### config.mk
export PLATFORM = sky130hd
export DESIGN_NAME = dda_line_rasterizer
export DESIGN_NICKNAME = d
export VERILOG_FILES = /design/src/dda_pkg.sv /design/src/dda_line_rasterizer.sv /design/src/dda_ctrl.sv /design/src/dda_dp.sv
export SDC_FILE = /design/constraint.sdc
export NUM_CORES = 1
export LEC_CHECK = 0
export BUFFER_PORTS_ARGS = -buffer_cell sky130_fd_sc_hd__clkbuf_2
export CAP_MARGIN = 25
export CELL_PAD_IN_SITES_DETAIL_PLACEMENT = 1
export CELL_PAD_IN_SITES_GLOBAL_PLACEMENT = 2
export CORE_UTILIZATION = 45
export DETAILED_ROUTE_END_ITERATION = 7
export PLACE_DENSITY_LB_ADDON = 0.1
export SYNTH_ARGS = -nofsm -noshare
export SYNTH_HDL_FRONTEND = slang
export SYNTH_SLANG_ARGS = --single-unit
### constraint.sdc
create_clock -name i_clk -period 14.35 [get_ports i_clk]
set_input_delay 2.87 -clock i_clk [delete_from_list [all_inputs] [get_ports i_clk]]
set_output_delay 2.87 -clock i_clk [all_outputs]
set_load 0.05 [all_outputs]
### src/dda_pkg.sv
package dda_pkg;

    localparam int FRAC_BITS = 16;
    localparam int COORD_W   = 10;
    localparam int SCALE_W   = 5;
    localparam int PAD_W     = 10;
    localparam int CFG_W     = 10;
    localparam int MAP_W     = 16;
    localparam int DELTA_W   = MAP_W + 1;
    localparam int STEP_W    = 15;
    localparam int Q_W       = FRAC_BITS + 1;
    localparam int INC_W     = FRAC_BITS + 2;
    localparam int CUR_W     = 32;
    localparam int OUT_W     = 31;
    localparam int CNT_W     = $clog2(FRAC_BITS + 1);

    localparam logic [SCALE_W-1:0] SCALE_RST = SCALE_W'(5);
    localparam logic [PAD_W-1:0]   PAD_RST   = PAD_W'(250);

    localparam logic REG_SCALE = 1'b0;
    localparam logic REG_PAD   = 1'b1;

    localparam logic MODE_START   = 1'b0;
    localparam logic MODE_ADVANCE = 1'b1;

    typedef struct packed {
        logic load;
        logic delta;
        logic steps;
        logic div_step;
        logic emit_start;
        logic advance;
    } t_cmd;

    typedef struct packed {
        logic steps_zero;
        logic div_done;
        logic out_free;
    } t_status;

endpackage

### src/dda_line_rasterizer.sv
// DDA line rasterizer.
// Input channel: i_valid / o_stall carry one word: i_mode plus two endpoints.
//   Mode start (0) maps each coordinate to c * scale + pad and begins a line;
//   mode advance (1) steps the active line by one point.
// Output channel: o_valid / o_stall's partner i_stall carry one point word
//   (o_point_x, o_point_y with FRAC_BITS fraction bits, o_last).
// Config: i_cfg_we writes register i_cfg_idx (0 scale, 1 pad) from i_cfg_data;
//   write only while no line set-up is in flight.
// Start word: map, delta, step-count stages, then a radix-2 restoring divide
//   of FRAC_BITS + 1 iterations run on both axes at once; an emit state
//   that waits for a free output registers the start point, and the next
//   word can be taken once it is valid. A new word is refused during that
//   set-up. A zero-length line skips the divide and emits one last point.
// Advance word: one point per cycle when not stalled, valid the cycle after
//   acceptance; an advance with no active line is taken and produces nothing.
// The output is one register: while it is stalled, a new word is accepted
//   only in the cycle the waiting point leaves; a stalled point holds.
// Reset (synchronous, active low) restores scale 5 and pad 250, drops any
//   active line and clears the output valid.
module dda_line_rasterizer (
    input  logic                               i_clk,
    input  logic                               i_rst_n,
    input  logic                               i_cfg_we,
    input  logic                               i_cfg_idx,
    input  logic [dda_pkg::CFG_W-1:0]          i_cfg_data,
    input  logic                               i_valid,
    output logic                               o_stall,
    input  logic                               i_mode,
    input  logic signed [dda_pkg::COORD_W-1:0] i_x_start,
    input  logic signed [dda_pkg::COORD_W-1:0] i_y_start,
    input  logic signed [dda_pkg::COORD_W-1:0] i_x_end,
    input  logic signed [dda_pkg::COORD_W-1:0] i_y_end,
    output logic                               o_valid,
    input  logic                               i_stall,
    output logic signed [dda_pkg::OUT_W-1:0]   o_point_x,
    output logic signed [dda_pkg::OUT_W-1:0]   o_point_y,
    output logic                               o_last
);
    import dda_pkg::*;

    t_cmd    cmd;
    t_status status;

    dda_ctrl u_ctrl (
        .i_clk    (i_clk),
        .i_rst_n  (i_rst_n),
        .i_valid  (i_valid),
        .i_mode   (i_mode),
        .i_status (status),
        .o_stall  (o_stall),
        .o_cmd    (cmd)
    );

    dda_dp u_dp (
        .i_clk      (i_clk),
        .i_rst_n    (i_rst_n),
        .i_cfg_we   (i_cfg_we),
        .i_cfg_idx  (i_cfg_idx),
        .i_cfg_data (i_cfg_data),
        .i_x_start  (i_x_start),
        .i_y_start  (i_y_start),
        .i_x_end    (i_x_end),
        .i_y_end    (i_y_end),
        .i_cmd      (cmd),
        .i_stall    (i_stall),
        .o_status   (status),
        .o_valid    (o_valid),
        .o_point_x  (o_point_x),
        .o_point_y  (o_point_y),
        .o_last     (o_last)
    );

endmodule

### src/dda_ctrl.sv
module dda_ctrl (
    input  logic             i_clk,
    input  logic             i_rst_n,
    input  logic             i_valid,
    input  logic             i_mode,
    input  dda_pkg::t_status i_status,
    output logic             o_stall,
    output dda_pkg::t_cmd    o_cmd
);
    import dda_pkg::*;

    localparam logic [2:0] S_IDLE  = 3'd0;
    localparam logic [2:0] S_DELTA = 3'd1;
    localparam logic [2:0] S_STEPS = 3'd2;
    localparam logic [2:0] S_DIV   = 3'd3;
    localparam logic [2:0] S_EMIT  = 3'd4;

    logic [2:0] r_state;
    logic [2:0] n_state;
    logic       take;

    assign take    = (r_state == S_IDLE) && i_status.out_free;
    assign o_stall = !take;

    always_comb begin
        n_state = r_state;
        o_cmd   = '0;
        unique case (r_state)
            S_IDLE: begin
                if (i_valid && take) begin
                    if (i_mode == MODE_START) begin
                        o_cmd.load = 1'b1;
                        n_state    = S_DELTA;
                    end else begin
                        o_cmd.advance = 1'b1;
                    end
                end
            end
            S_DELTA: begin
                o_cmd.delta = 1'b1;
                n_state     = S_STEPS;
            end
            S_STEPS: begin
                o_cmd.steps = 1'b1;
                n_state     = S_DIV;
            end
            S_DIV: begin
                if (i_status.steps_zero) begin
                    n_state = S_EMIT;
                end else begin
                    o_cmd.div_step = 1'b1;
                    if (i_status.div_done) begin
                        n_state = S_EMIT;
                    end
                end
            end
            S_EMIT: begin
                if (i_status.out_free) begin
                    o_cmd.emit_start = 1'b1;
                    n_state          = S_IDLE;
                end
            end
            default: begin
                n_state = S_IDLE;
            end
        endcase
    end

    always_ff @(posedge i_clk) begin
        if (!i_rst_n) begin
            r_state <= S_IDLE;
        end else begin
            r_state <= n_state;
        end
    end

endmodule

### src/dda_dp.sv
module dda_dp (
    input  logic                              i_clk,
    input  logic                              i_rst_n,
    input  logic                              i_cfg_we,
    input  logic                              i_cfg_idx,
    input  logic [dda_pkg::CFG_W-1:0]         i_cfg_data,
    input  logic signed [dda_pkg::COORD_W-1:0] i_x_start,
    input  logic signed [dda_pkg::COORD_W-1:0] i_y_start,
    input  logic signed [dda_pkg::COORD_W-1:0] i_x_end,
    input  logic signed [dda_pkg::COORD_W-1:0] i_y_end,
    input  dda_pkg::t_cmd                     i_cmd,
    input  logic                              i_stall,
    output dda_pkg::t_status                  o_status,
    output logic                              o_valid,
    output logic signed [dda_pkg::OUT_W-1:0]  o_point_x,
    output logic signed [dda_pkg::OUT_W-1:0]  o_point_y,
    output logic                              o_last
);
    import dda_pkg::*;

    logic [SCALE_W-1:0] r_scale;
    logic [PAD_W-1:0]   r_pad;

    logic signed [MAP_W-1:0] r_x1, r_y1, r_x2, r_y2;
    logic signed [MAP_W-1:0] m_x1, m_y1, m_x2, m_y2;
    logic signed [SCALE_W:0] scale_s;
    logic signed [MAP_W-1:0] pad_s;

    logic signed [DELTA_W-1:0] dx, dy;
    logic [STEP_W-1:0] r_ax, r_ay, r_steps, r_rem_x, r_rem_y, r_steps_left;
    logic              r_neg_x, r_neg_y, r_zero;
    logic [Q_W-1:0]    r_q_x, r_q_y;
    logic [CNT_W-1:0]  r_cnt;

    logic signed [CUR_W-1:0] r_cur_x, r_cur_y;
    logic signed [INC_W-1:0] r_inc_x, r_inc_y;
    logic                    r_active;
    logic                    r_ovalid;

    logic [STEP_W-1:0] rem_x_n, rem_y_n;
    logic              bit_x, bit_y;
    logic              first;
    logic              adv_go;
    logic              last_step;

    function automatic logic [STEP_W:0] div_iter(input logic [STEP_W-1:0] rem,
                                                 input logic [STEP_W-1:0] den,
                                                 input logic              no_shift);
        logic [STEP_W:0] tmp;
        logic [STEP_W:0] diff;
        logic            ge;
        tmp  = no_shift ? {1'b0, rem} : {rem, 1'b0};
        diff = tmp - {1'b0, den};
        ge   = (tmp >= {1'b0, den});
        return ge ? {1'b1, diff[STEP_W-1:0]} : {1'b0, tmp[STEP_W-1:0]};
    endfunction

    function automatic logic signed [INC_W-1:0] apply_sign(input logic [Q_W-1:0] q,
                                                            input logic           neg);
        logic signed [INC_W-1:0] v;
        v = $signed({1'b0, q});
        return neg ? -v : v;
    endfunction

    assign scale_s = $signed({1'b0, r_scale});
    assign pad_s   = $signed(MAP_W'(r_pad));
    assign m_x1    = MAP_W'(i_x_start * scale_s) + pad_s;
    assign m_y1    = MAP_W'(i_y_start * scale_s) + pad_s;
    assign m_x2    = MAP_W'(i_x_end * scale_s) + pad_s;
    assign m_y2    = MAP_W'(i_y_end * scale_s) + pad_s;

    assign dx = DELTA_W'(r_x2) - DELTA_W'(r_x1);
    assign dy = DELTA_W'(r_y2) - DELTA_W'(r_y1);

    assign first            = (r_cnt == '0);
    assign {bit_x, rem_x_n} = div_iter(r_rem_x, r_steps, first);
    assign {bit_y, rem_y_n} = div_iter(r_rem_y, r_steps, first);

    assign adv_go    = i_cmd.advance && r_active;
    assign last_step = (r_steps_left == STEP_W'(1));

    assign o_status.steps_zero = r_zero;
    assign o_status.div_done   = (r_cnt == CNT_W'(FRAC_BITS));
    assign o_status.out_free   = !r_ovalid || !i_stall;

    assign o_valid = r_ovalid;

    always_ff @(posedge i_clk) begin
        if (!i_rst_n) begin
            r_scale <= SCALE_RST;
            r_pad   <= PAD_RST;
        end else if (i_cfg_we) begin
            unique case (i_cfg_idx)
                REG_SCALE: r_scale <= i_cfg_data[SCALE_W-1:0];
                REG_PAD:   r_pad   <= i_cfg_data[PAD_W-1:0];
                default:   r_scale <= r_scale;
            endcase
        end
    end

    // start set-up: map, deltas, step count, then the shared-time divide
    always_ff @(posedge i_clk) begin
        if (i_cmd.load) begin
            r_x1 <= m_x1;
            r_y1 <= m_y1;
            r_x2 <= m_x2;
            r_y2 <= m_y2;
        end
        if (i_cmd.delta) begin
            r_neg_x <= dx[DELTA_W-1];
            r_neg_y <= dy[DELTA_W-1];
            r_ax    <= dx[DELTA_W-1] ? STEP_W'(-dx) : STEP_W'(dx);
            r_ay    <= dy[DELTA_W-1] ? STEP_W'(-dy) : STEP_W'(dy);
        end
        if (i_cmd.steps) begin
            r_steps <= (r_ax > r_ay) ? r_ax : r_ay;
            r_zero  <= (r_ax == '0) && (r_ay == '0);
            r_rem_x <= r_ax;
            r_rem_y <= r_ay;
            r_q_x   <= '0;
            r_q_y   <= '0;
            r_cnt   <= '0;
        end
        if (i_cmd.div_step) begin
            r_rem_x <= rem_x_n;
            r_rem_y <= rem_y_n;
            r_q_x   <= {r_q_x[Q_W-2:0], bit_x};
            r_q_y   <= {r_q_y[Q_W-2:0], bit_y};
            r_cnt   <= r_cnt + CNT_W'(1);
        end
    end

    always_ff @(posedge i_clk) begin
        if (i_cmd.emit_start) begin
            r_cur_x   <= CUR_W'(r_x1) <<< FRAC_BITS;
            r_cur_y   <= CUR_W'(r_y1) <<< FRAC_BITS;
            r_inc_x   <= apply_sign(r_q_x, r_neg_x);
            r_inc_y   <= apply_sign(r_q_y, r_neg_y);
            o_point_x <= OUT_W'(CUR_W'(r_x1) <<< FRAC_BITS);
            o_point_y <= OUT_W'(CUR_W'(r_y1) <<< FRAC_BITS);
            o_last    <= r_zero;
        end else if (adv_go) begin
            r_cur_x   <= r_cur_x + CUR_W'(r_inc_x);
            r_cur_y   <= r_cur_y + CUR_W'(r_inc_y);
            o_point_x <= OUT_W'(r_cur_x + CUR_W'(r_inc_x));
            o_point_y <= OUT_W'(r_cur_y + CUR_W'(r_inc_y));
            o_last    <= last_step;
        end
    end

    always_ff @(posedge i_clk) begin
        if (!i_rst_n) begin
            r_active     <= 1'b0;
            r_steps_left <= '0;
            r_ovalid     <= 1'b0;
        end else begin
            if (i_cmd.emit_start) begin
                r_active     <= !r_zero;
                r_steps_left <= r_steps;
            end else if (adv_go) begin
                r_steps_left <= r_steps_left - STEP_W'(1);
                if (last_step) begin
                    r_active <= 1'b0;
                end
            end
            if (i_cmd.emit_start || adv_go) begin
                r_ovalid <= 1'b1;
            end else if (!i_stall) begin
                r_ovalid <= 1'b0;
            end
        end
    end

endmodule

# Yosys cells after proc, flatten, opt, wreduce, memory -nomap -nowiden
# Cells that the tools add are included.
# word_totals
regBits	347
out_inout_bits	65
wordCells	141
# classes
n_addsub	16
multipliers	4
magnitude_cmp	3
eq_ne	11
muxes	53
bitwise_logic	1
n_reduce_logical	21
# ops
operator	n
$mux W15	9
$mux W32	4
$mux W31	4
$mux W17	5
$add A16 B11 Y16	4
$add A32 B18 Y32	2
$mul A10 B6 Y16	4
$mux W16	4
$neg A17 Y18	2
$sub A16 B16 Y17	2
$ge A16 B15 Y1	2
$logic_not A15 Y1	2
$neg A15 Y15	2
$sub A15 B15 Y15	2
$mux W1	19
$eq A15 B1 Y1 const B	1
$gt A15 B15 Y1	1
$mux W3	5
$pmux W3 S5	1
$sub A15 B1 Y15 const B	1
$mux W5	2
$eq A3 B2 Y1 const B	2
$reduce_and A2 Y1	3
$reduce_bool A2 Y1	3
other kinds (14)	23

# Longest topological paths before layout
# Gate-level depths: netlist (run 1).
# depth
depth_word	9
ltp_mapped	20
depth_no_buf	18

# Cells and area by module
# A second synthesis (run 1) with hierarchy kept.
# unflattened
hier_cells	2860
area_unflattened_um2	27921.8
# by_module_without_submodules
mod	n_inst	cells_per_inst	area_each_um2	seq_area_each_um2
dda_dp	1	2838	27721.6	8728.4
dda_ctrl	1	22	200.2	60.1

# Worst setup path before layout (run 1)
# Ideal clock, no wire load.
# synth_path
path_type	input to register
start	input port i_x_end[3] (netlist bit)
end	register u_dp.r_x2[14] (data pin)
setup_time_ns	0.279
arrival_time_ns	7.138
setup_slack_ns	6.933
path_stages	16
path_cell_list	and2_1 -> fa_1 -> inv_1 -> fa_1 -> inv_1 -> fa_1 -> inv_1 -> fa_1 -> inv_1 -> ha_1 -> a21o_1 -> a21oi_1 -> o21ai_0 -> o41ai_1 -> nor3_1 -> or4b_2
# synth_between
elab_chain_cells	2
# synth_rtl
item	line_no	source
start, declared	dda_line_rasterizer.sv:31	input logic signed [dda_pkg::COORD_W-1:0] i_x_end,
$mul A10 B6 Y16	dda_dp.sv:69	assign m_x2 = MAP_W'(i_x_end * scale_s) + pad_s;
$add A16 B11 Y16	dda_dp.sv:69	
net u_dp.m_x2[14]	dda_dp.sv:25	logic signed [MAP_W-1:0] m_x1, m_y1, m_x2, m_y2;
end signal, assigned	dda_dp.sv:106	r_x2 <= m_x2;
end, declared	dda_dp.sv:24	logic signed [MAP_W-1:0] r_x1, r_y1, r_x2, r_y2;
# The timed path passes the listed nets, and every way through them passes these cells.
# A chain may end at the register's enable or synchronous reset.

# Final worst setup path (run 1)
# layout_path
start	input port i_x_end[4] (netlist bit)
end	register u_dp.r_x2[14] (data pin)
# The elaborated chain is that of the path after synthesis.

==> results of run 1 <==
-- power by group through the flow --
stage	Sequential [mW]	Combinational (mW)	Clock, mW
floorplan	1.28	1.50	0
global placement	1.31	1.89	0
detailed placement	1.31	1.98	0
CTS	1.29	2.00	1.05
global route	1.30	2.22	1.09
finish	1.29	1.98	1.03
-- worst max-delay path, cell delays in order --
cell and delay (ns):
clkbuf_2 0.12, and2_1 0.18, fa_1 0.51, inv_1 0.05, fa_1 0.47, inv_1 0.05, fa_1 0.54, inv_1 0.06
fa_1 0.50, inv_1 0.04, ha_1 0.33, a21o_1 0.20, a21oi_1 0.21, o21ai_0 0.15, o41ai_1 0.50, nor3_1 0.10
or4b_2 0.69
-- state kept, by name (all words and copies together) (netlist names), 17 cells and up --
name          cells
u_dp.r_inc_x     18
u_dp.r_cur_x     31
u_dp.r_q_y       17
u_dp.r_cur_y     31
u_dp.r_inc_y     18
u_dp.r_q_x       17
-- per-layer routing --
layer | vias to the layer above | wire length, microns | track usage
li1 | 10229 | - | -
met1 | 10422 | 31800 | 0.285
met2 | 242 | 36600 | 0.426
met3 | 65 | 2210 | 0.0308
met4 | 2 | 916 | 0.0446
met5 | - | 13 | 0
-- final cells by class --
type / instances / area [sq um]
clock inverters: 19 / 216
multi-input cells: 2133 / 17600
diodes: 1 / 2.50
well taps: 782 / 978
fillers: 6841 / 30100
clock buffers: 56 / 1120
repair buffers: 137 / 726
flip-flops and latches: 315 / 8790
inverters: 339 / 1270
-- through the flow --
step / total power [mW] / utilization / area, sq um / setup slack, ns / cells
final: 4.30 / 0.505 / 30700 / 7.07 / 3782
after CTS: 4.35 / 0.505 / 30700 / 7.07 / 3781
after detailed placement: 3.29 / 0.483 / 29400 / 6.44 / 3706
after global routing: 4.61 / 0.505 / 30700 / 6.81 / 3781
after floorplan: 2.78 / - / 27900 / 6.93 / 2862
after global placement: 3.20 / 0.483 / 29400 / 6.55 / 3705
-- final timing paths --
check	to	slack, ns	depth (start not counted)
worst min-delay path	u_dp.r_inc_y[0]	0.47	0
worst min register to register	u_dp.r_inc_y[0]	0.47	0
worst max-delay path	u_dp.r_x2[14]	7.07	17
worst max register to register	u_dp.r_x2[14]	8.61	17
-- synthesized netlist by cell type (65+ instances only) --
master    number
ha_1         301
xnor2_1      150
and2_1       217
a21oi_1      135
inv_1        337
fa_1         158
clkbuf_1      66
edfxtp_1     248
nand2_1      169
nor2_1       121
nand3_1       85
o21ai_0      142
dfxtp_1       67
xor2_1        65
-- kinds of logic after synthesis --
kind of cell,after synthesis,synth area share
buffers and inverters,414,0.0561
XOR/XNOR,215,0.0675
multiplexers,75,0.0289
flip-flops,315,0.315
adder cells (fa/ha/maj),459,0.248
AND/OR/NAND/NOR,802,0.149
AO/OA/AOI/OAI,582,0.135
==> Implementation_results.wiki, run 1 <==
{| class="wikitable"
! Metric !! Value
|-
| Mean instance size in the synthesized netlist || 9.75 sq um
|-
| Drt total wl || 71.5 mm
|-
| Gr ovfl total || 0
|-
| Worst skew pair latency || 0.59 ns
|-
| Req. time, crit path || 14.65 ns
|-
| Top-level port count || 122
|-
| TritonCTS clock tree || done
|-
| First-pass GRT wire length || 117 mm
|-
| Via count of the first global-routing pass || 22,756
|-
| WP data arrival || 7.59 ns
|-
| Max Transition Viols Final || 0
|-
| Type of the tightest min-delay check || reg2reg
|-
| Peak Freq || 0.137 GHz
|-
| WS Path Type || in2reg
|-
| Fraction of power consumed by sequential logic || 0.301
|-
| Source of the worst register-to-register timing path || u_dp.r_scale[3]
|-
| Top cells by area, synth || edfxtp_1, ha_1, fa_1, and2_1, dfxtp_1
|-
| Net switching power || 1.65 mW
|-
| Worst hold slack || 0.475 ns
|-
| Die extent in x || 251 microns
|-
| Hold path startpoint || u_dp.r_q_y[0]
|-
| Buffers inserted during post-CTS setup optimization || 0
|-
| Maximum buffer depth of the clock tree || 3
|-
| Synthesized netlist net count || 3,378
|-
| Number of antenna violations at the first check in global routing || 1
|-
| Final-report hold violation count || 0
|-
| Logic pwr share || 0.460
|-
| Pin count of the biggest net entering global routing || 80
|-
| Number of rows in the core area || 90
|-
| DRC || 0
|-
| Post-synthesis cell type with the largest combined area || edfxtp_1
|-
| Synthesis-to-layout area growth || 10.0%
|-
| Post-synthesis cell type count || 78
|-
| Count of cells resized by post-cts repair || 0
|-
| Type of destination of the critical path || flop
|-
| Post-synthesis cell count || 2,862
|-
| Starting utilization of the core area || 0.459
|-
| Most common cell after layout, fill and taps aside || inv_1
|-
| Clock net sink count || 315
|-
| Total clock buffers created by CTS || 41
|-
| Peak VDD IR || 0.0955 mV
|-
| Hold buffers post-CTS || 0
|-
| Final setup skew || 0.0311 ns
|-
| Clock H-tree levels || 2
|-
| Via/cell ratio || 5.54
|-
| Core region area || 0.0608 sq mm
|-
| Sequential-to-total area share from yosys stat || 0.315
|-
| Predominant post-synthesis flop cell || edfxtp_1
|-
| Clock share of power || 0.239
|-
| Static leakage || 13.7 nW
|-
| Number of enable-type register cells in the synthesized netlist || 248
|-
| Final period util || 0.508
|-
| Crit start category || input port
|-
| Synthesis-stage register bit count || 315
|-
| Number of warnings printed during yosys synthesis || 0
|-
| Clock tree root buffer cell || clkbuf_16
|-
| Top-area cell type share of the netlist area || 0.267
|-
| Most frequent cells in the layout || inv_1, ha_1, edfxtp_1
|-
| Slew @ Worst Pin || 0.959 ns
|-
| Netlist Area Pre-Place || 0.0279 sq mm
|-
| Total power density per cell area || 140 mW/mm^2
|-
| Post-route setup TNS || 0 ns
|-
| Shortest clock period the worst path allows after layout || 7.28 ns
|-
| Internal power || 2.64 mW
|-
| Estimated wirelength of the detail-placed design || 56.5 mm
|-
| Starting DRC count in detailed routing || 820
|-
| Relative slew slack || 0.361
|-
| Share of final-layout standard cells stronger than drive strength 1 || 0.0920
|-
| Biggest fanout along the worst timing path || 5
|-
| Wire per inst || 18.9 microns
|-
| Layout net count || 3,483
|-
| Run status || finished clean
|-
| Launching instance or port of the critical path || i_x_end[4]
|-
| Number of routed nets with antenna violations || 0
|-
| Number of endpoints failing setup at the final stage || 0
|-
| Total of max-cap violations || 0
|-
| # port buffers || 121
|-
| Clk slew on worst S/H paths || 0.06 ns
|-
| Total iterations of the first detailed-routing run || 5
|-
| Height of the die || 251 microns
|-
| Share of async-settable or async-resettable flops after synthesis || 0
|-
| Net switching share of the total power || 0.385
|-
| Setup repair after global routing missed its margin || false
|-
| Global-route total usage across every layer || 0.230
|-
| Placer's final routability congestion estimate || 0.860
|-
| Floorplan die area || 0.0630 sq mm
|-
| DR vias || 20,960
|}
Power figures use the tool's default switching activity.
==> run 2, diff against run 1 <==
--- a/config.mk
+++ b/config.mk
@@ -5,11 +5,12 @@
 export SDC_FILE = /design/constraint.sdc
 export NUM_CORES = 1
 export LEC_CHECK = 0
+export ABC_AREA = 1
 export BUFFER_PORTS_ARGS = -buffer_cell sky130_fd_sc_hd__clkbuf_2
 export CAP_MARGIN = 25
 export CELL_PAD_IN_SITES_DETAIL_PLACEMENT = 1
 export CELL_PAD_IN_SITES_GLOBAL_PLACEMENT = 2
-export CORE_UTILIZATION = 45
+export CORE_UTILIZATION = 34
 export DETAILED_ROUTE_END_ITERATION = 7
 export PLACE_DENSITY_LB_ADDON = 0.1
 export SYNTH_ARGS = -nofsm -noshare
==> constraint.sdc (replaced) <==
create_clock -name i_clk -period 6.26 [get_ports i_clk]
set_input_delay 1.252 -clock i_clk [delete_from_list [all_inputs] [get_ports i_clk]]
set_output_delay 1.252 -clock i_clk [all_outputs]
set_load 0.05 [all_outputs]
==> run 2 against run 1 <==
  * First-iteration DRC count is 19% higher
  * Routed wire length is 26% higher
  * Critical endpoint is now u_dp.r_x2[12]
  * Area after synthesis is 6.1% higher
  * Largest power group unchanged
  * Die area is 40% higher
==> Implementation_results.wiki, run 2 <==
{| class="wikitable"
! Metric !! Value
|-
| Run status || finished clean
|-
| Area of all placed cells without fillers || 0.0330 sq mm (+7.4%)
|-
| Clock tree root buffer cell || clkbuf_16
|-
| Starting utilization of the core area || 0.346 (-0.113)
|-
| Clock share of power || 0.161 (-0.078)
|-
| Wire per inst || 17.5 microns (-7.6%)
|-
| Clk slew on worst S/H paths || 0.06 ns (about the same)
|-
| Height of the die || 297 microns (+18%)
|-
| Final period util || 0.769
|-
| # port buffers || 121 (unchanged)
|-
| Type of destination of the critical path || flop
|-
| Count of cells resized by post-cts repair || 0 (unchanged)
|-
| Number of routed nets with antenna violations || 0 (unchanged)
|-
| Peak VDD IR || 0.196 mV (+110%)
|-
| Setup repair after global routing missed its margin || false
|-
| Estimated wirelength of the detail-placed design || 72.7 mm (+29%)
|-
| WS Path Type || reg2reg
|-
| Worst hold slack || 0.482 ns (+0.00757 ns)
|-
| Starting DRC count in detailed routing || 974 (+19%)
|-
| Via/cell ratio || 4.80 (-13%)
|-
| Final setup skew || 0.0363 ns (+0.00523 ns)
|-
| Max Transition Viols Final || 0 (unchanged)
|-
| Global-route total usage across every layer || 0.205 (-0.0257)
|-
| Mean instance size in the synthesized netlist || 7.66 sq um (-21%)
|-
| Static leakage || 17.2 nW (+25%)
|-
| Total of max-cap violations || 0 (unchanged)
|-
| TritonCTS clock tree || done
|-
| Via count of the first global-routing pass || 25,798 (+13%)
|-
| Commonest cells in the netlist || nand2_1, inv_1, ha_1, nor2_1, edfxtp_1
|-
| Core region area || 0.0857 sq mm (+41%)
|-
| Net switching share of the total power || 0.491 (+0.106)
|-
| Shortest clock period the worst path allows after layout || 4.82 ns
|-
| Most frequent cells in the layout || nand2_1, inv_1, ha_1
|-
| Post-synthesis cell type with the largest combined area || edfxtp_1
|-
| Share of final-layout standard cells stronger than drive strength 1 || 0.0588 (-0.0333)
|-
| First-pass GRT wire length || 144 mm (+23%)
|-
| Synthesis-stage register bit count || 315 (unchanged)
|-
| Total power density per cell area || 465 mW/mm^2 (+230%)
|-
| Maximum buffer depth of the clock tree || 3 (unchanged)
|-
| Worst skew pair latency || 0.59 ns (about the same)
|-
| Type of the tightest min-delay check || reg2reg
|-
| Total iterations of the first detailed-routing run || 5 (unchanged)
|-
| DR vias || 24,766 (+18%)
|-
| Pin count of the biggest net entering global routing || 45 (-44%)
|-
| Clock H-tree levels || 2 (unchanged)
|-
| Drt total wl || 90.2 mm (+26%)
|-
| Number of enable-type register cells in the synthesized netlist || 248 (unchanged)
|-
| Top-level port count || 122 (unchanged)
|-
| Post-synthesis cell type count || 50 (-36%)
|-
| Gr ovfl total || 0 (unchanged)
|-
| Cell class contributing the biggest share of worst-path delay || adder cells
|-
| Number of endpoints failing setup at the final stage || 0 (unchanged)
|-
| Clock net sink count || 315 (unchanged)
|-
| Placer's final routability congestion estimate || 0.838 (-2.6%)
|-
| Post-route setup TNS || 0 ns (unchanged)
|-
| Share of async-settable or async-resettable flops after synthesis || 0 (unchanged)
|-
| Most frequent cell on the critical path || fa_1
|-
| Maximum single-stage delay on the critical path || 0.79 ns (+0.10 ns)
|-
| Req. time, crit path || 6.58 ns (-8.07 ns)
|-
| Die extent in x || 297 microns (+18%)
|-
| Library cell contributing the largest single delay on the critical path || dfxtp_2
|-
| Final-report hold violation count || 0 (unchanged)
|-
| Net switching power || 7.54 mW (+360%)
|-
| Synthesis-to-layout area growth || 11.3%
|-
| Buffers and inverters on the worst path || 4 (-1)
|-
| Number of rows in the core area || 107 (+19%)
|-
| Internal power || 7.81 mW (+200%)
|-
| Total clock buffers created by CTS || 41 (unchanged)
|-
| Number of warnings printed during yosys synthesis || 0 (unchanged)
|-
| Floorplan die area || 0.0883 sq mm (+40%)
|-
| DRC || 0 (unchanged)
|-
| Predominant post-synthesis flop cell || edfxtp_1
|-
| Logic pwr share || 0.583 (+0.123)
|-
| Crit start category || flop
|-
| Instance area at placement || 0.0316 sq mm (+7.5%)
|-
| Sequence of cells on the critical path || buf_4 -> nand2_1 -> inv_1 -> fa_1 -> fa_1 -> fa_1 -> inv_1 -> fa_1 -> inv_1 -> ha_1 -> a21oi_1 -> o21ai_0 -> a21o_1 -> nand3_1 -> nand2_1 -> xor2_1
|-
| Top cells by area, synth || edfxtp_1, nand2_1, ha_1, fa_1, inv_1
|-
| Most common cell after layout, fill and taps aside || nand2_1
|-
| Slew @ Worst Pin || 1.02 ns (+0.0570 ns)
|-
| Netlist Area Pre-Place || 0.0296 sq mm (+6.1%)
|-
| Top-area cell type share of the netlist area || 0.251 (-0.0154)
|-
| Synthesized netlist net count || 4,384 (+30%)
|-
| Fraction of power consumed by sequential logic || 0.257 (-0.044)
|-
| Biggest fanout along the worst timing path || 28 (+23)
|-
| Peak Freq || 0.208 GHz
|-
| Sequential-to-total area share from yosys stat || 0.297 (-0.0182)
|-
| Most instantiated library cell after synthesis || nand2_1
|-
| Post-synthesis cell count || 3,868 (+35%)
|-
| Hold buffers post-CTS || 0 (unchanged)
|-
| Number of antenna violations at the first check in global routing || 4 (+3)
|-
| Relative slew slack || 0.321 (-0.0396)
|-
| WP data arrival || 5.13 ns (-2.46 ns)
|-
| Buffers inserted during post-CTS setup optimization || 0 (unchanged)
|-
| Top flop regs || u_dp.r_cur_x: 31 flops, u_dp.r_cur_y: 31 flops
|-
| Layout net count || 4,500 (+29%)
|-
| Filler cell count in the final layout || 10,645 (+56%)
|}
==> run 2: changes by cell type after synthesis, moves of 32 or more <==
cell	delta
mux2_2	-43
a21oi_1	+108
nor2b_1	-32
nor2_1	+161
xor2_1	+48
inv_1	+380
and2_1	-210
nand3_1	+91
a21o_1	-37
nand2_1	+851
xnor2_1	-110
o21ai_0	+51
==> run 2: final cells by class <==
class	instances	area, sq um	area share
multi-input cells	2761	17800	0.541
flip-flops and latches	315	8790	0.266
inverters	723	2710	0.0823
well taps	1144	1430	0.0434
clock buffers	57	1190	0.0360
repair buffers	142	826	0.0250
clock inverters	18	206	0.00626
diodes	1	2.50	0.0000759
==> run 2: final timing paths <==
kind                   start              end  slack [ns]  depth (start not counted)
max reg2reg  u_dp.r_scale[0]    u_dp.r_x2[12]        1.44                         16
max          u_dp.r_scale[0]    u_dp.r_x2[12]        1.44                         16
min reg2reg  u_dp.r_cur_x[2]  u_dp.r_cur_x[2]        0.48                          2
min          u_dp.r_cur_x[2]  u_dp.r_cur_x[2]        0.48                          2
==> run 2: power by group through the flow <==
stage	Clock (mW)	Sequential, mW	Combinational (mW)
3_3_place_gp	0	3.99	8.88
6_report	2.46	3.94	8.94
5_1_grt	2.60	4.00	10.3
2_1_floorplan	0	4.08	6.36
3_5_place_dp	0	3.99	9.02
4_1_cts	2.54	3.95	9.08
==> run 2: worst reg2reg max path, delay by kind of cell, from the launching register on <==
| family | cells | cell delay, ns |
|---|---|---|
| AO/OA/AOI/OAI | 3 | 0.47 |
| buffers and inverters | 4 | 0.61 |
| XOR/XNOR | 1 | 0.14 |
| AND/OR/NAND/NOR | 3 | 0.27 |
| adder cells (fa/ha/maj) | 5 | 2.27 |
| flip-flops | 1 | 0.79 |
==> run 2: per-layer routing <==
layer	share of wire	vias up	wire length, microns	global-route usage
li1	-	12659	-	-
met1	0.49	11739	44100	0.281
met5	0.00029	-	26	0
met4	0.023	4	2080	0.0508
met3	0.026	107	2340	0.0217
met2	0.46	257	41600	0.342
==> run 2: per-stage QoR <==
| stage | power (mW) | util | std cells | setup WS (ns) |
|---|---|---|---|---|
| after global placement | 12.9 | 0.368 | 5081 | 1.04 |
| after floorplan | 10.4 | - | 3868 | 1.08 |
| after global routing | 16.9 | 0.385 | 5160 | 1.14 |
| after CTS | 15.6 | 0.385 | 5159 | 1.41 |
| final | 15.3 | 0.385 | 5161 | 1.44 |
| after detailed placement | 13.0 | 0.368 | 5084 | 1.01 |
==> run 2: logic make-up after synthesis <==
family                     Yosys count  share of synthesized area
DFF                                315                      0.297
AOI/OAI and AO/OA                  541                     0.0988
adders and majority gates          459                      0.234
and+or+nand+nor                   1599                      0.220
xor gates and xnor gates           153                     0.0452
muxes                                9                    0.00304
buffers and inverters              792                      0.103
==> run 3, diff against run 2 <==
--- a/config.mk
+++ b/config.mk
@@ -10,7 +10,7 @@
 export CAP_MARGIN = 25
 export CELL_PAD_IN_SITES_DETAIL_PLACEMENT = 1
 export CELL_PAD_IN_SITES_GLOBAL_PLACEMENT = 2
-export CORE_UTILIZATION = 34
+export CORE_UTILIZATION = 38
 export DETAILED_ROUTE_END_ITERATION = 7
 export PLACE_DENSITY_LB_ADDON = 0.1
 export SYNTH_ARGS = -nofsm -noshare
==> constraint.sdc (replaced) <==
create_clock -name i_clk -period 4.5 [get_ports i_clk]
set_input_delay 0.9 -clock i_clk [delete_from_list [all_inputs] [get_ports i_clk]]
set_output_delay 0.9 -clock i_clk [all_outputs]
set_load 0.05 [all_outputs]
==> run 3 against run 2 <==
  * Cell area increased by 2.8%
  * Clock skew increased by 0.0027 ns
  * Global-route usage increased by 2.1 points
  * Fmax increased by 13%
  * Count of clock-buffer cells in the layout decreased by 8
  * Sequential power increased by 39%
  * Utilization increased by 5.3 points
  * Sequential cell count unchanged
  * Worst setup slack got worse by 1.2 ns
  * Register-to-register slack got worse by 1.2 ns
  * Via count increased by 2.5%
  * Critical path type unchanged
  * Highest routed layer unchanged
==> Implementation_results.wiki, run 3 (synthesized netlist as in run 2, its figures left out) <==
{| class="wikitable"
! Metric !! Value
|-
| Setup repair after global routing missed its margin || false
|-
| Biggest fanout along the worst timing path || 9 (-68%)
|-
| Synthesis-to-layout area growth || 14.4%
|-
| Total power density per cell area || 655 mW/mm^2 (+41%)
|-
| Peak Freq || 0.234 GHz (+13%)
|-
| Number of routed nets with antenna violations || 0 (unchanged)
|-
| Run status || finished clean
|-
| DRC || 0 (unchanged)
|-
| Via/cell ratio || 4.89 (+2.0%)
|-
| Most frequent cell on the critical path || inv_1
|-
| Maximum single-stage delay on the critical path || 0.53 ns (-0.26 ns)
|-
| Sequence of cells on the critical path || buf_12 -> buf_4 -> nand2_1 -> inv_1 -> fa_1 -> inv_1 -> fa_1 -> inv_1 -> fa_1 -> inv_1 -> fa_1 -> inv_1 -> ha_1 -> a21oi_1 -> nand2_1 -> a21o_1 -> nand3_1 -> nand2_1 -> xor2_1
|-
| Clk slew on worst S/H paths || 0.06 ns (about the same)
|-
| Die extent in x || 281 microns (-5.4%)
|-
| Clock tree root buffer cell || clkbuf_16
|-
| Top flop regs || u_dp.r_cur_x: 31 flops, u_dp.r_cur_y: 31 flops
|-
| Worst Slack Setup Final || 0.227 ns (-1.22 ns)
|-
| Starting utilization of the core area || 0.383 (+0.0373)
|-
| Starting DRC count in detailed routing || 959 (-1.5%)
|-
| Number of rows in the core area || 102 (-4.7%)
|-
| Post-route setup TNS || 0 ns (unchanged)
|-
| Number of endpoints failing setup at the final stage || 0 (unchanged)
|-
| Core region area || 0.0773 sq mm (-9.7%)
|-
| Clock net sink count || 315 (unchanged)
|-
| Req. time, crit path || 4.83 ns (-1.75 ns)
|-
| TritonCTS clock tree || done
|-
| Via count of the first global-routing pass || 26,454 (+2.5%)
|-
| Drt total wl || 87.9 mm (-2.5%)
|-
| Most frequent cells in the layout || nand2_1, inv_1, ha_1
|-
| Crit start category || flop
|-
| Share of final-layout standard cells stronger than drive strength 1 || 0.0883 (+0.0296)
|-
| Pre-CTS WS || -0.225 ns (-1.24 ns)
|-
| Max Transition Viols Final || 0 (unchanged)
|-
| Layout net count || 4,628 (+2.8%)
|-
| Final-report hold violation count || 0 (unchanged)
|-
| Gr ovfl total || 0 (unchanged)
|-
| Final setup skew || 0.0390 ns (+0.00269 ns)
|-
| Peak VDD IR || 0.298 mV (+52%)
|-
| Instance area at placement || 0.0324 sq mm (+2.7%)
|-
| Shortest clock period the worst path allows after layout || 4.27 ns (-0.542 ns)
|-
| Floorplan die area || 0.0791 sq mm (-10%)
|-
| Type of the tightest min-delay check || reg2reg
|-
| WP data arrival || 4.60 ns (-0.53 ns)
|-
| Number of antenna violations at the first check in global routing || 3 (-1)
|-
| WS Path Type || reg2reg
|-
| DR vias || 25,383 (+2.5%)
|-
| Estimated wirelength of the detail-placed design || 72.5 mm (-0.38%)
|-
| Total clock buffers created by CTS || 41 (unchanged)
|-
| Total iterations of the first detailed-routing run || 5 (unchanged)
|-
| Library cell contributing the largest single delay on the critical path || fa_1
|-
| Wire per inst || 17.0 microns (-3.0%)
|-
| Area of all placed cells without fillers || 0.0339 sq mm (+2.8%)
|-
| Total of max-cap violations || 0 (unchanged)
|-
| Clock H-tree levels || 2 (unchanged)
|-
| First-pass GRT wire length || 141 mm (-2.2%)
|-
| Top-level port count || 122 (unchanged)
|-
| Static leakage || 17.8 nW (+3.7%)
|-
| Height of the die || 281 microns (-5.4%)
|-
| Maximum buffer depth of the clock tree || 3 (unchanged)
|-
| Global-route total usage across every layer || 0.226 (+0.0211)
|-
| Pin count of the biggest net entering global routing || 66 (+47%)
|-
| Placer's final routability congestion estimate || 0.883 (+5.4%)
|-
| Slew @ Worst Pin || 0.982 ns (-0.0338 ns)
|-
| Final period util || 0.950 (+0.180)
|-
| Relative slew slack || 0.344 (+0.0226)
|-
| Most common cell after layout, fill and taps aside || nand2_1
|-
| Worst skew pair latency || 0.61 ns (+0.02 ns)
|-
| # port buffers || 121 (unchanged)
|-
| Type of destination of the critical path || flop
|-
| Hold buffers post-CTS || 0 (unchanged)
|}
-- run 3: cell type report --
class	count	area [sq um]
Timing Repair Buffer	270	1790
Antenna cell	2	5.00
Multi-Input combinational cell	2761	17800
Clock buffer	49	1070
Clock inverter	26	400
Inverter	723	2710
Sequential cell	315	8790
Tap cell	1040	1300
Fill cell	9711	43400
-- run 3: worst paths after layout --
kind                                      start              end  slack [ns]  cells after the start
worst min register to register  u_dp.r_cur_x[2]  u_dp.r_cur_x[2]        0.48                      2
worst max-delay path            u_dp.r_scale[0]    u_dp.r_y1[12]        0.23                     19
worst min-delay path            u_dp.r_cur_x[2]  u_dp.r_cur_x[2]        0.48                      2
worst max register to register  u_dp.r_scale[0]    u_dp.r_y1[12]        0.23                     19
-- run 3: critical path: cells and delay by family (launching register included) --
| family | cells | cell delay [ns] |
|---|---|---|
| flops | 1 | 0.40 |
| fa+ha+maj | 5 | 2.30 |
| simple gates | 4 | 0.29 |
| compound gates | 2 | 0.33 |
| xor+xnor | 1 | 0.14 |
| buf+inv | 7 | 0.55 |
-- run 3: repair_timing --
action,CTS,global route
endpoints found under the setup margin,0,12
buffers inserted,0,1
resized for setup,0,2
-- run 3: power by group --
| group | leakage, nW | internal (mW) | switching [mW] |
|---|---|---|---|
| Sequential | 2.84 | 4.67 | 0.810 |
| Combinational | 14.2 | 4.77 | 8.36 |
| Clock | 0.711 | 2.18 | 1.42 |
-- run 3: per-layer routing --
layer	part of all wire	global-route usage
met5	0.00014	0
met4	0.026	0.0605
met3	0.029	0.0261
met2	0.47	0.387
met1	0.48	0.299
-- run 3: through the flow --
| step | util | hold WS (ns) | cells | power [mW] |
|---|---|---|---|---|
| 3_3_place_gp | 0.419 | 0.470 | 5106 | 18.5 |
| 2_1_floorplan | - | 0.451 | 3868 | 14.5 |
| 5_1_grt | 0.438 | 0.515 | 5184 | 24.3 |
| 3_5_place_dp | 0.419 | 0.476 | 5108 | 18.8 |
| 4_1_cts | 0.438 | 0.486 | 5183 | 22.5 |
| 6_report | 0.438 | 0.482 | 5186 | 22.2 |
